### src/rtl/core/sfq_pkg.sv
// Shared constants, codes and word types of the searchable FIFO queue.
`default_nettype none
package sfq_pkg;

    localparam int DEPTH      = 16;
    localparam int ITEM_BITS  = 32;
    localparam int SLOT_BITS  = $clog2(DEPTH);
    localparam int COUNT_BITS = $clog2(DEPTH + 1);
    localparam int OUT_COUNT_BITS = 5;

    localparam logic [1:0] OP_ENQ    = 2'd0;
    localparam logic [1:0] OP_DEQ    = 2'd1;
    localparam logic [1:0] OP_REMOVE = 2'd2;
    localparam logic [1:0] OP_SEARCH = 2'd3;

    localparam logic [1:0] ST_OK      = 2'd0;
    localparam logic [1:0] ST_EMPTY   = 2'd1;
    localparam logic [1:0] ST_FULL    = 2'd2;
    localparam logic [1:0] ST_NOMATCH = 2'd3;

    typedef struct packed {
        logic [1:0]           op;
        logic [ITEM_BITS-1:0] item;
    } in_word_t;

    typedef struct packed {
        logic [ITEM_BITS-1:0]      item_out;
        logic [1:0]                status;
        logic [ITEM_BITS-1:0]      head_item;
        logic                      is_empty;
        logic [OUT_COUNT_BITS-1:0] entry_count;
    } out_word_t;

endpackage
`default_nettype wire

### src/rtl/core/searchable_fifo_queue.sv
// Searchable FIFO queue: linked list over an item memory and a link memory.
//
// Channels: in (op and item word), out (one result word per input word) and
// cfg (writes key_mask, the bits compared by remove and search). All use
// valid/ready; cfg_ready is always high. The user writes cfg only while
// idle; the block itself does not enforce it. One input word is in flight
// at a time; in_ready is high only when idle. An enqueue passes S_ENQ;
// dequeue, remove and search walk the list from the head in S_WALK, and a
// hit of dequeue or remove then frees its slot in S_REL; full or empty
// rejects go straight to S_FIN. Every word ends in S_FIN and S_OUT.
// The next word is accepted the cycle after a result loads.
// The list walk visits one entry per cycle: the registered read of the link
// memory feeds the next read address, which bounds the rate.
// Reset empties the queue at once; link memory entries carry valid bits
// that reset clears, so no clearing pass is needed, and key_mask returns to
// all ones. A result waits in the output register while out_ready is low;
// the next word is accepted meanwhile and finishes up to the output stage.
`default_nettype none
module searchable_fifo_queue (
    input  wire logic              clk,
    input  wire logic              rst_n,
    input  wire logic              in_valid,
    output logic                   in_ready,
    input  wire sfq_pkg::in_word_t in_data,
    output logic                   out_valid,
    input  wire logic              out_ready,
    output sfq_pkg::out_word_t     out_data,
    input  wire logic              cfg_valid,
    output logic                   cfg_ready,
    input  wire logic [sfq_pkg::ITEM_BITS-1:0] cfg_data
);
    import sfq_pkg::*;

    localparam logic [2:0] S_IDLE = 3'd0;
    localparam logic [2:0] S_ENQ  = 3'd1;
    localparam logic [2:0] S_WALK = 3'd2;
    localparam logic [2:0] S_REL  = 3'd3;
    localparam logic [2:0] S_FIN  = 3'd4;
    localparam logic [2:0] S_OUT  = 3'd5;

    logic [ITEM_BITS-1:0] item_mem [DEPTH];
    logic [SLOT_BITS-1:0] link_mem [DEPTH];
    logic [DEPTH-1:0]     link_valid_reg;

    logic [ITEM_BITS-1:0] item_rd_reg;
    logic [SLOT_BITS-1:0] link_rd_reg;
    logic                 link_rd_val_reg;
    logic [SLOT_BITS-1:0] link_rd_dflt_reg;

    logic [2:0]            state_reg, state_next;
    logic [SLOT_BITS-1:0]  head_reg, head_next;
    logic [SLOT_BITS-1:0]  tail_reg, tail_next;
    logic [SLOT_BITS-1:0]  free_reg, free_next;
    logic [COUNT_BITS-1:0] count_reg, count_next;
    logic [COUNT_BITS-1:0] walk_n_reg, walk_n_next;
    logic [SLOT_BITS-1:0]  cur_reg, cur_next;
    logic [SLOT_BITS-1:0]  prev_reg, prev_next;
    logic                  has_prev_reg, has_prev_next;
    logic [SLOT_BITS-1:0]  hit_reg, hit_next;
    logic [1:0]            op_reg, op_next;
    logic [ITEM_BITS-1:0]  word_reg, word_next;
    logic [ITEM_BITS-1:0]  found_reg, found_next;
    logic [1:0]            stat_reg, stat_next;
    logic [ITEM_BITS-1:0]  key_mask_reg;
    logic                  out_valid_reg, out_valid_next;
    out_word_t             out_data_reg, out_data_next;

    logic                  item_we;
    logic [SLOT_BITS-1:0]  item_wa, item_ra;
    logic                  link_we;
    logic [SLOT_BITS-1:0]  link_wa, link_wd, link_ra;
    logic [SLOT_BITS-1:0]  link_eff;
    logic                  is_match;
    logic                  accept;
    logic                  out_load;

    assign in_ready  = (state_reg == S_IDLE);
    assign accept    = in_valid && in_ready;
    assign cfg_ready = 1'b1;
    assign out_valid = out_valid_reg;
    assign out_data  = out_data_reg;

    // Unwritten link entries read as the next slot.
    assign link_eff = link_rd_val_reg ? link_rd_reg : link_rd_dflt_reg;
    assign is_match = (op_reg == OP_DEQ)
                   || (((item_rd_reg ^ word_reg) & key_mask_reg) == '0);
    assign out_load = (state_reg == S_OUT) && (!out_valid_reg || out_ready);

    always_comb
    begin
        state_next    = state_reg;
        head_next     = head_reg;
        tail_next     = tail_reg;
        free_next     = free_reg;
        count_next    = count_reg;
        walk_n_next   = walk_n_reg;
        cur_next      = cur_reg;
        prev_next     = prev_reg;
        has_prev_next = has_prev_reg;
        hit_next      = hit_reg;
        op_next       = op_reg;
        word_next     = word_reg;
        found_next    = found_reg;
        stat_next     = stat_reg;
        out_data_next = out_data_reg;
        out_valid_next = out_valid_reg && !out_ready;
        item_we = 1'b0;
        item_wa = free_reg;
        item_ra = head_reg;
        link_we = 1'b0;
        link_wa = tail_reg;
        link_wd = free_reg;
        link_ra = head_reg;

        case (state_reg)
            S_IDLE:
            begin
                if (in_data.op == OP_ENQ)
                begin
                    link_ra = free_reg;
                end
                if (accept)
                begin
                    op_next       = in_data.op;
                    word_next     = in_data.item;
                    found_next    = '0;
                    stat_next     = ST_OK;
                    cur_next      = head_reg;
                    walk_n_next   = '0;
                    has_prev_next = 1'b0;
                    if (in_data.op == OP_ENQ)
                    begin
                        if (count_reg == COUNT_BITS'(DEPTH))
                        begin
                            stat_next  = ST_FULL;
                            state_next = S_FIN;
                        end
                        else
                        begin
                            state_next = S_ENQ;
                        end
                    end
                    else if (count_reg == '0)
                    begin
                        stat_next  = ST_EMPTY;
                        state_next = S_FIN;
                    end
                    else
                    begin
                        state_next = S_WALK;
                    end
                end
            end
            S_ENQ:
            begin
                item_we   = 1'b1;
                free_next = link_eff;
                tail_next = free_reg;
                count_next = count_reg + 1'b1;
                if (count_reg == '0)
                begin
                    head_next = free_reg;
                end
                else
                begin
                    link_we = 1'b1;
                end
                state_next = S_FIN;
            end
            S_WALK:
            begin
                if (is_match)
                begin
                    found_next = item_rd_reg;
                    if (op_reg == OP_SEARCH)
                    begin
                        state_next = S_FIN;
                    end
                    else
                    begin
                        hit_next = cur_reg;
                        if (!has_prev_reg)
                        begin
                            head_next = link_eff;
                        end
                        else
                        begin
                            // splice the hit out of the chain
                            link_we = 1'b1;
                            link_wa = prev_reg;
                            link_wd = link_eff;
                            if (cur_reg == tail_reg)
                            begin
                                tail_next = prev_reg;
                            end
                        end
                        state_next = S_REL;
                    end
                end
                else if (COUNT_BITS'(walk_n_reg + 1'b1) == count_reg)
                begin
                    stat_next  = ST_NOMATCH;
                    state_next = S_FIN;
                end
                else
                begin
                    // advance to the next linked entry
                    item_ra       = link_eff;
                    link_ra       = link_eff;
                    cur_next      = link_eff;
                    prev_next     = cur_reg;
                    has_prev_next = 1'b1;
                    walk_n_next   = walk_n_reg + 1'b1;
                end
            end
            S_REL:
            begin
                link_we    = 1'b1;
                link_wa    = hit_reg;
                link_wd    = free_reg;
                free_next  = hit_reg;
                count_next = count_reg - 1'b1;
                state_next = S_FIN;
            end
            S_FIN:
            begin
                state_next = S_OUT;
            end
            S_OUT:
            begin
                if (out_load)
                begin
                    out_valid_next            = 1'b1;
                    out_data_next.item_out    = found_reg;
                    out_data_next.status      = stat_reg;
                    out_data_next.head_item   = (count_reg == '0) ? '0 : item_rd_reg;
                    out_data_next.is_empty    = (count_reg == '0);
                    out_data_next.entry_count = OUT_COUNT_BITS'(count_reg);
                    state_next                = S_IDLE;
                end
            end
            default:
            begin
                state_next = S_IDLE;
            end
        endcase
    end

    always_ff @(posedge clk)
    begin
        if (item_we)
        begin
            item_mem[item_wa] <= word_reg;
        end
        item_rd_reg <= item_mem[item_ra];
    end

    always_ff @(posedge clk)
    begin
        if (link_we)
        begin
            link_mem[link_wa] <= link_wd;
        end
        link_rd_reg      <= link_mem[link_ra];
        link_rd_val_reg  <= link_valid_reg[link_ra];
        link_rd_dflt_reg <= (link_ra == SLOT_BITS'(DEPTH - 1)) ? '0 : link_ra + 1'b1;
    end

    always_ff @(posedge clk or negedge rst_n)
    begin
        if (!rst_n)
        begin
            link_valid_reg <= '0;
            state_reg      <= S_IDLE;
            head_reg       <= '0;
            tail_reg       <= '0;
            free_reg       <= '0;
            count_reg      <= '0;
            out_valid_reg  <= 1'b0;
            key_mask_reg   <= '1;
        end
        else
        begin
            if (link_we)
            begin
                link_valid_reg[link_wa] <= 1'b1;
            end
            if (cfg_valid && cfg_ready)
            begin
                key_mask_reg <= cfg_data;
            end
            state_reg     <= state_next;
            head_reg      <= head_next;
            tail_reg      <= tail_next;
            free_reg      <= free_next;
            count_reg     <= count_next;
            out_valid_reg <= out_valid_next;
        end
    end

    always_ff @(posedge clk)
    begin
        walk_n_reg   <= walk_n_next;
        cur_reg      <= cur_next;
        prev_reg     <= prev_next;
        has_prev_reg <= has_prev_next;
        hit_reg      <= hit_next;
        op_reg       <= op_next;
        word_reg     <= word_next;
        found_reg    <= found_next;
        stat_reg     <= stat_next;
        out_data_reg <= out_data_next;
    end

endmodule
`default_nettype wire

### config.mk
export PLATFORM = sky130hd
export DESIGN_NAME = searchable_fifo_queue
export DESIGN_NICKNAME = d
export VERILOG_FILES = /design/src/rtl/core/sfq_pkg.sv /design/src/rtl/core/searchable_fifo_queue.sv
export SDC_FILE = /design/constraint.sdc
export NUM_CORES = 1
export LEC_CHECK = 0
export BUFFER_PORTS_ARGS = -buffer_cell sky130_fd_sc_hd__buf_2
export CORE_MARGIN = 4
export CORE_UTILIZATION = 50
export CTS_CLUSTER_SIZE = 12
export DETAILED_ROUTE_END_ITERATION = 16
export GPL_ROUTABILITY_DRIVEN = 0
export GPL_TIMING_DRIVEN = 0
export PLACE_DENSITY_LB_ADDON = 0.2
export SLEW_MARGIN = 10
export SYNTH_ARGS = -nofsm -noshare
export SYNTH_HDL_FRONTEND = slang
export SYNTH_SLANG_ARGS = --single-unit
### constraint.sdc
create_clock -name clk -period 8.3 [get_ports clk]
set_input_delay 0.415 -clock clk [delete_from_list [all_inputs] [get_ports clk]]
set_output_delay 0.415 -clock clk [all_outputs]
set_load 0.05 [all_outputs]
# == Word level (Yosys, flattened, before mapping) ==
# Memory sizes are Yosys's and may differ from the RTL's. A register that Yosys moved wholly into a read port is not among the register bits.
# Cells that the tools add are included.
# word_totals
regBits,232
mem_bits_rw,576
out_inout_bits,75
word_cells,161
mem_count,2
# classes
order_cmp,3
eq_ne,23
n_addsub,4
n_reduce_logical,26
muxes,73
bitwise_logic,6
# mem_list
name,depth,word_bits,rd,rd_ports_with_merged_regs,write_ports,line,text
item_mem,16,32,1,1,1,searchable_fifo_queue.sv:41,logic [ITEM_BITS-1:0] item_mem [DEPTH];
link_mem,16,4,1,1,1,searchable_fifo_queue.sv:42,logic [SLOT_BITS-1:0] link_mem [DEPTH];
# ops
cell,count
4-bit 2-to-1 mux,23
32-bit 2-to-1 mux,2
32-bit one-hot mux with 2 select lines,1
4-bit one-hot mux with 2 select lines,6
32-bit bitwise AND,1
32-bit zero test,1
32-bit XOR,1
3-bit 2-to-1 mux,8
"2-bit inequality test, second input constant",10
5-bit one-hot mux with 2 select lines,2
1-bit 2-to-1 mux,17
16-bit bitwise OR,1
5-bit 2-to-1 mux,3
3-bit one-hot mux with 5 select lines,1
3-bit AND reduction,4
"5-bit by 1-bit adder with 5-bit output, second input constant",2
"4-bit by 5-bit < comparator with 1-bit output, second input constant",2
2-bit 2-to-1 mux,5
5-bit AND reduction,2
4-bit AND reduction,2
"3-bit by 2-bit == test with 1-bit output, second input constant",2
"3-bit == test, second input constant",2
2-bit nonzero test,3
5-bit == test,1
25 further kinds,33

# == Longest topological paths before layout ==
# Gate-level depths: netlist (run 1).
# depth
ltp_word,11
mapped_depth,15
depth_no_buf,12

# == Least setup slack after synthesis (run 1) ==
# No wires, ideal clock.
# synth_timing
path_kind,reg2reg
start,reg word_reg[8]
end,"reg found_reg[0], enable pin"
setup_slack_ps,410
path_buffers,2
required_ps,7705
path_stages_with_launch,9
setup_ps,595
arrival_ps,7295
period_less_slack_ps,7890
path_cell_list,edfxtp_1 -> xor2_1 -> a22oi_1 -> nand4_1 -> nor4_2 -> buf_2 -> buf_1 -> nor2_1 -> a2111oi_0
# synth_via
elab_chain_len,6
# synth_lines
item,line,text
"start, declared",searchable_fifo_queue.sv:61,"logic [ITEM_BITS-1:0] word_reg, word_next;"
"start signal, assigned",searchable_fifo_queue.sv:309,word_reg <= word_next;
32-bit XOR,searchable_fifo_queue.sv:86,|| (((item_rd_reg ^ word_reg) & key_mask_reg) == '0);
32-bit bitwise AND,searchable_fifo_queue.sv:86,
32-bit zero test,searchable_fifo_queue.sv:86,
1-bit logical OR,searchable_fifo_queue.sv:86,
2-bit inequality test (no source line),-,
3-bit AND reduction (no source line),-,
"end signal, assigned",searchable_fifo_queue.sv:310,found_reg <= found_next;
"end, declared",searchable_fifo_queue.sv:62,"logic [ITEM_BITS-1:0] found_reg, found_next;"
# Every way passes these cells.
# A chain may end at the register's enable or synchronous reset.

# == Worst setup path after layout (run 1) ==
# layout_timing
start,reg word_reg[27]
end,"reg found_reg[2], enable pin"
# The elaborated chain is that of the path after synthesis.

==> flow_summary.json, run 1 <==
{
  "outcome": "finished clean",
  "min_period_ps": 6060,
  "dp_hpwl_mm": 68.2,
  "ant_nets": 0,
  "cts-root-buf": "clkbuf_16",
  "grt.overflow.total": 0,
  "synthCells": 2536,
  "cap_violations": 0,
  "cts.sinks": 844,
  "areaGrowthSynthToFinish_pct": 17.1,
  "startpoint": "word_reg[27]",
  "finalNetCount": 2939,
  "place_ws_ps": 2300,
  "syn_area_sq_um": 34500,
  "use_met3_pct": 5.29,
  "drc_errors": 0,
  "rr_worst_depth": 12,
  "die-area_sq_um": 73300,
  "largest_reg_flops": 512,
  "ys_seq_elements": 844,
  "holdPathEnd": "key_mask_reg[28]",
  "synthArstFlopShare_pct": 8.18,
  "avgSynthCellArea_sq_um": 13.6,
  "multiInputGateArea_sq_um": 8790,
  "seq_area_sq_um": 24600,
  "cts.clk_slew.worst_paths_ps": 50,
  "routed_via_density": 6.08,
  "clockPowerShare_pct": 26.1,
  "hp-start": "cfg_data[28]",
  "dp_cells": 3599,
  "crit_slowest_cell": "nor4_2",
  "worstSetupStartpointType": "register",
  "ios": 146,
  "synth_fp_nets": 2613,
  "max_freq_mhz": 165,
  "grt_use_met2_pct": 40.6,
  "combPwrFrac_pct": 34.3,
  "htreeDepth": 3,
  "finalSetupViolCount": 0,
  "arrival_ps": 6390,
  "final_cell_mix": "734 x edfxtp_1, 340 x nand3_1, 172 x buf_2, 166 x clkbuf_1, 154 x o21ai_0",
  "core_sq_um": 68500,
  "die_width_microns": 271,
  "grt_max_degree": 42,
  "antenna_found_initial": 3,
  "clk_path_buf_depth": 3,
  "initial_core_util_pct": 50.4,
  "synth_top_area_cell": "edfxtp_1",
  "grt-busiest-layer": "met2",
  "instances_no_fill": 3820,
  "path_buf_inv": 6,
  "pwr-share-seq_pct": 39.6,
  "chipHeight_microns": 271,
  "diodes": 0,
  "drt_wl_total_mm": 97.7,
  "power.switching_mw": 5.65,
  "first_pass_iters": 6,
  "swShare_pct": 37.9,
  "num_vias": 23200,
  "tightest_slew_ps": 1350,
  "ys_types": 71,
  "first_global_vias": 22700,
  "routedWlPerCell_microns": 25.6,
  "leakage_nw": 14.4,
  "hold_viol": 0,
  "grtUsageMet1_pct": 37.2,
  "cts_tree": "built",
  "cp.required_ps": 8630,
  "vdd_drop_max_mv": 0.189,
  "rsz0062_at_grt": "false",
  "grt_pass1_wl_mm": 144,
  "synth_edf_count": 734,
  "path_class": "reg -> reg",
  "place.port_buffers": 143,
  "seq_area_frac_synth_pct": 71.4,
  "drive_gt1_share_pct": 15.9,
  "slew_viol_final": 0,
  "rrSetupSlack_ps": 2240,
  "drt_iter0_markers": 3155,
  "path_common_cell": "buf_2",
  "timing.rr.end": "found_reg[2]",
  "cts.repair.resized": 0,
  "worst-path-max-fanout": 17,
  "max_stage_delay_ps": 890,
  "worstPathCellList": "xor2_1 > a22oi_1 > nand4_1 > nor4_2 > buf_2 > buf_1 > nor2_1 > a2111oi_2 > buf_2 > buf_2 > buf_2 > buf_2",
  "synthTopCellsByArea": "edfxtp_1 64%, nand3_1 4.9%, dfrtp_1 2.7%, dfstp_2 2.4%, o211ai_1 2.4%",
  "timing.max_slew.rel_slack_pct": 9.96,
  "hold-path-cell-count": 2,
  "layout_setup_ws_ps": 2240,
  "hold_class": "in -> reg",
  "synth_top_area_share_pct": 63.9,
  "track_usage_pct": 26.2,
  "fin_crit_sh_pct": 73.0,
  "fillers": 5379,
  "end_kind": "register",
  "row_count": 96,
  "ys.flop_type": "edfxtp_1",
  "cts_buffers": 89,
  "yosysWarnings": 0,
  "cp_top_family": "buffers and inverters",
  "fin_worst_skew_ps": 32.7,
  "powerDensity_nw_per_um2": 368,
  "clock_latency_ps": 650,
  "final_common_cell": "edfxtp_1",
  "r2r_start": "word_reg[27]",
  "p_int_mw": 9.24
}
kinds of logic (layout without fill, tap and decap cells):
kind of cell	Yosys count	in the layout	synth area share, %
DFF	844	844	71.4
and+or+nand+nor	678	678	10.1
buffers and inverters	316	718	3.61
adders and majority gates	6	6	0.239
muxes	112	112	3.49
AOI/OAI and AO/OA	528	528	9.82
xor gates and xnor gates	51	51	1.34
other	1	1	0.0109
through the flow:
stage               setup TNS (ps)  hold slack, ps  area [sq um]  power, mW  util (%)
finish                           0            41.6         40400       14.9      59.0
global placement            -97610             404         36300       10.8      53.1
floorplan                        0             119         34500       8.97         -
CTS                              0            5.78         40400       14.8      59.0
detailed placement               0             384         37000       10.9      54.1
global route                     0            36.3         40400       15.5      59.0
final cells by class:
| class | count | area share [%] |
|---|---|---|
| clock buffers | 140 | 6.31 |
| inverters | 135 | 1.25 |
| plain buffers | 181 | 1.83 |
| clock inverters | 27 | 0.771 |
| well taps | 882 | 2.73 |
| repair buffers | 235 | 4.45 |
| multi-input cells | 1376 | 21.7 |
| flip-flops and latches | 844 | 60.9 |
metal layers:
metal  share of wire [%]  wire length [microns]  up-vias
met5                0.20                    199        -
met4                 3.1                   3070        2
met1                  41                  39600    11400
li1                    -                      -    10300
met2                  45                  44300     1332
met3                  11                  10500      179
cells in the mapped netlist, drive strengths merged, types with 4 or more instances:
| cell type | n |
|---|---|
| a31oi | 6 |
| mux2i | 55 |
| o211ai | 111 |
| nor2b | 4 |
| dfstp | 32 |
| xnor2 | 10 |
| nand2b | 20 |
| nor4 | 35 |
| nand3 | 341 |
| o21ai | 163 |
| edfxtp | 734 |
| a21boi | 5 |
| dfxtp | 41 |
| o221ai | 6 |
| mux2 | 57 |
| and3 | 15 |
| a311oi | 13 |
| a2111oi | 8 |
| a21o | 5 |
| nand2 | 89 |
| inv | 135 |
| or4 | 5 |
| nor3 | 29 |
| clkbuf | 127 |
| dfrtp | 37 |
| a32oi | 20 |
| o31ai | 22 |
| and2 | 80 |
| buf | 54 |
| xor2 | 40 |
| o22ai | 6 |
| nor2 | 39 |
| a22oi | 19 |
| a211oi | 15 |
| a21oi | 115 |
| ha | 5 |
| nand4 | 11 |
power by group through the flow:
stage / clock, mW / combinational, mW / sequential, mW
after floorplan: 0 / 3.10 / 5.87
after CTS: 3.92 / 5.02 / 5.88
after global placement: 0 / 4.78 / 5.99
after detailed placement: 0 / 4.97 / 5.96
after global routing: 4.10 / 5.47 / 5.94
final: 3.88 / 5.11 / 5.90
what timing repair did:
item | CTS | global route
hold buffers | 54 | 0
setup buffers | 0 | 0
hold endpoints to repair | 81 | 0
worst max path at each step:
stage,endpoint,slack (ps),depth (start not counted)
after global routing,found_reg[2],2000,12
after detailed placement,found_reg[5],2300,12
after CTS,found_reg[2],2270,12
after global placement,found_reg[5],-3050,8
final,found_reg[2],2240,12
after floorplan,found_reg[0],410,8
worst reg2reg max path, cell delays in order (launching register included):
cell and delay [ps]:
edfxtp_1 870, xor2_1 280, a22oi_1 410, nand4_1 350
nor4_2 890, buf_2 390, buf_1 510, nor2_1 180
a2111oi_2 820, buf_2 330, buf_2 250, buf_2 230
buf_2 240
(Power assumes the default switching activity.)
==> run 2, diff against run 1 <==
==> constraint.sdc (replaced) <==
create_clock -name clk -period 5.99 [get_ports clk]
set_input_delay 0.2995 -clock clk [delete_from_list [all_inputs] [get_ports clk]]
set_output_delay 0.2995 -clock clk [all_outputs]
set_load 0.05 [all_outputs]
==> flow_summary.json, run 2 (synthesis gave the netlist of run 1 again) <==
{
  "rrSetupSlack_ps": 230,
  "drt_wl_total_mm": 99.2,
  "clk_path_buf_depth": 3,
  "ant_nets": 0,
  "first_global_vias": 22600,
  "min_period_ps": 5760,
  "cp.required_ps": 6470,
  "die_width_microns": 271,
  "dp_hpwl_mm": 68.9,
  "hold_viol": 0,
  "rsz0062_at_grt": "false",
  "routed_via_density": 6.09,
  "place_area_sq_um": 37000,
  "max_freq_mhz": 173,
  "path_common_cell": "buf_2",
  "areaGrowthSynthToFinish_pct": 17.5,
  "row_count": 96,
  "finish.instance_area_sq_um": 40600,
  "cap_violations": 0,
  "cts.clk_slew.worst_paths_ps": 60,
  "end_kind": "register",
  "outcome": "finished clean",
  "vdd_drop_max_mv": 0.252,
  "leakage_nw": 14.5,
  "worst-path-max-fanout": 17,
  "htreeDepth": 3,
  "grt.overflow.total": 0,
  "die-area_sq_um": 73300,
  "routedWlPerCell_microns": 25.9,
  "max_stage_delay_ps": 740,
  "cts_tree": "built",
  "finalNetCount": 2948,
  "place.port_buffers": 143,
  "arrival_ps": 6240,
  "timing.max_slew.rel_slack_pct": 9.86,
  "final_cell_mix": "734 x edfxtp_1, 340 x nand3_1, 168 x buf_2, 165 x clkbuf_1, 154 x o21ai_0",
  "hold_ws_ps": 48.4,
  "fin_crit_sh_pct": 96.2,
  "finalSetupViolCount": 0,
  "crit_slowest_cell": "edfxtp_1",
  "clock_latency_ps": 650,
  "tightest_slew_ps": 1350,
  "drive_gt1_share_pct": 15.5,
  "core_sq_um": 68500,
  "grt_max_degree": 52,
  "hold_class": "in -> reg",
  "ios": 146,
  "fin_worst_skew_ps": 32.9,
  "powerDensity_nw_per_um2": 510,
  "drc_errors": 0,
  "cts-root-buf": "clkbuf_16",
  "diodes": 0,
  "initial_core_util_pct": 50.4,
  "cts_buffers": 89,
  "path_class": "reg -> reg",
  "largest_reg_flops": 512,
  "cts.sinks": 844,
  "final_common_cell": "edfxtp_1",
  "utilization_pct": 59.2,
  "tns_ps": 0,
  "antenna_found_initial": 2,
  "track_usage_pct": 26.4,
  "chipHeight_microns": 271,
  "grt_pass1_wl_mm": 146,
  "worstPathCellList": "xor2_1 > a22oi_1 > nand4_1 > or4_1 > buf_2 > a31oi_4 > buf_2 > nor2_1 > nand2_1 > buf_1 > a21oi_1 > nor4_1",
  "drt_iter0_markers": 3031,
  "num_vias": 23300,
  "worstSetupStartpointType": "register",
  "first_pass_iters": 5,
  "slew_viol_final": 0,
  "cts_setup_buffers": 0
}
==> run 2: metal layers <==
| metal | track usage (%) | vias up | routed length (microns) |
|---|---|---|---|
| met5 | 0 | - | 0 |
| met2 | 40.9 | 1304 | 45200 |
| met3 | 5.87 | 163 | 10500 |
| met1 | 37.9 | 11600 | 40800 |
| met4 | 7.88 | 0 | 2790 |
| li1 | - | 10300 | - |
==> run 2: power breakdown <==
| group | switching, mW | internal, mW | total [mW] |
|---|---|---|---|
| combinational | 4.91 | 2.20 | 7.11 |
| sequential | 0.732 | 7.47 | 8.20 |
| clock | 2.26 | 3.13 | 5.39 |
| total | 7.90 | 12.8 | 20.7 |
==> run 2: stage by stage <==
stage | setup slack [ps] | instances | total power, mW
floorplan | 1150 | 2536 | 12.4
global placement | -1160 | 3561 | 14.9
detailed placement | 263 | 3595 | 15.2
CTS | 243 | 3829 | 20.6
global route | 221 | 3829 | 21.6
finish | 226 | 3829 | 20.7
==> run 2: repair_timing <==
item / 4_1_cts / 5_1_grt
gates resized for setup: 0 / 2
hold buffers: 67 / 0
hold endpoints to repair: 103 / 0
endpoints found under the setup margin: 0 / 7
==> run 2: layout make-up <==
| class | instances | area [sq um] |
|---|---|---|
| Timing Repair Buffer | 244 | 1910 |
| Inverter | 135 | 507 |
| Buffer | 181 | 738 |
| Clock buffer | 140 | 2610 |
| Tap cell | 882 | 1100 |
| Fill cell | 5357 | 27900 |
| Clock inverter | 27 | 249 |
| Sequential cell | 844 | 24600 |
| Multi-Input combinational cell | 1376 | 8810 |
==> run 2: final timing paths <==
kind	end	from	cells past startpoint
max	item_rd_reg[17]	word_reg[16]	12
min	out_valid	out_ready	3
max reg2reg	item_rd_reg[17]	word_reg[16]	12
min reg2reg	out_data[38]	stat_reg[0]	0
max in group asynchronous	key_mask_reg[21]	rst_n	3
min in group asynchronous	link_valid_reg[13]	rst_n	2
==> run 2: worst max-delay path, delay by kind of cell (launching register included) <==
family                    cells  cell delay (ps)
and+or+nand+nor               5             2050
AOI/OAI and AO/OA             3             1280
buffers and inverters         3             1240
xor gates and xnor gates      1              270
DFF                           1              740
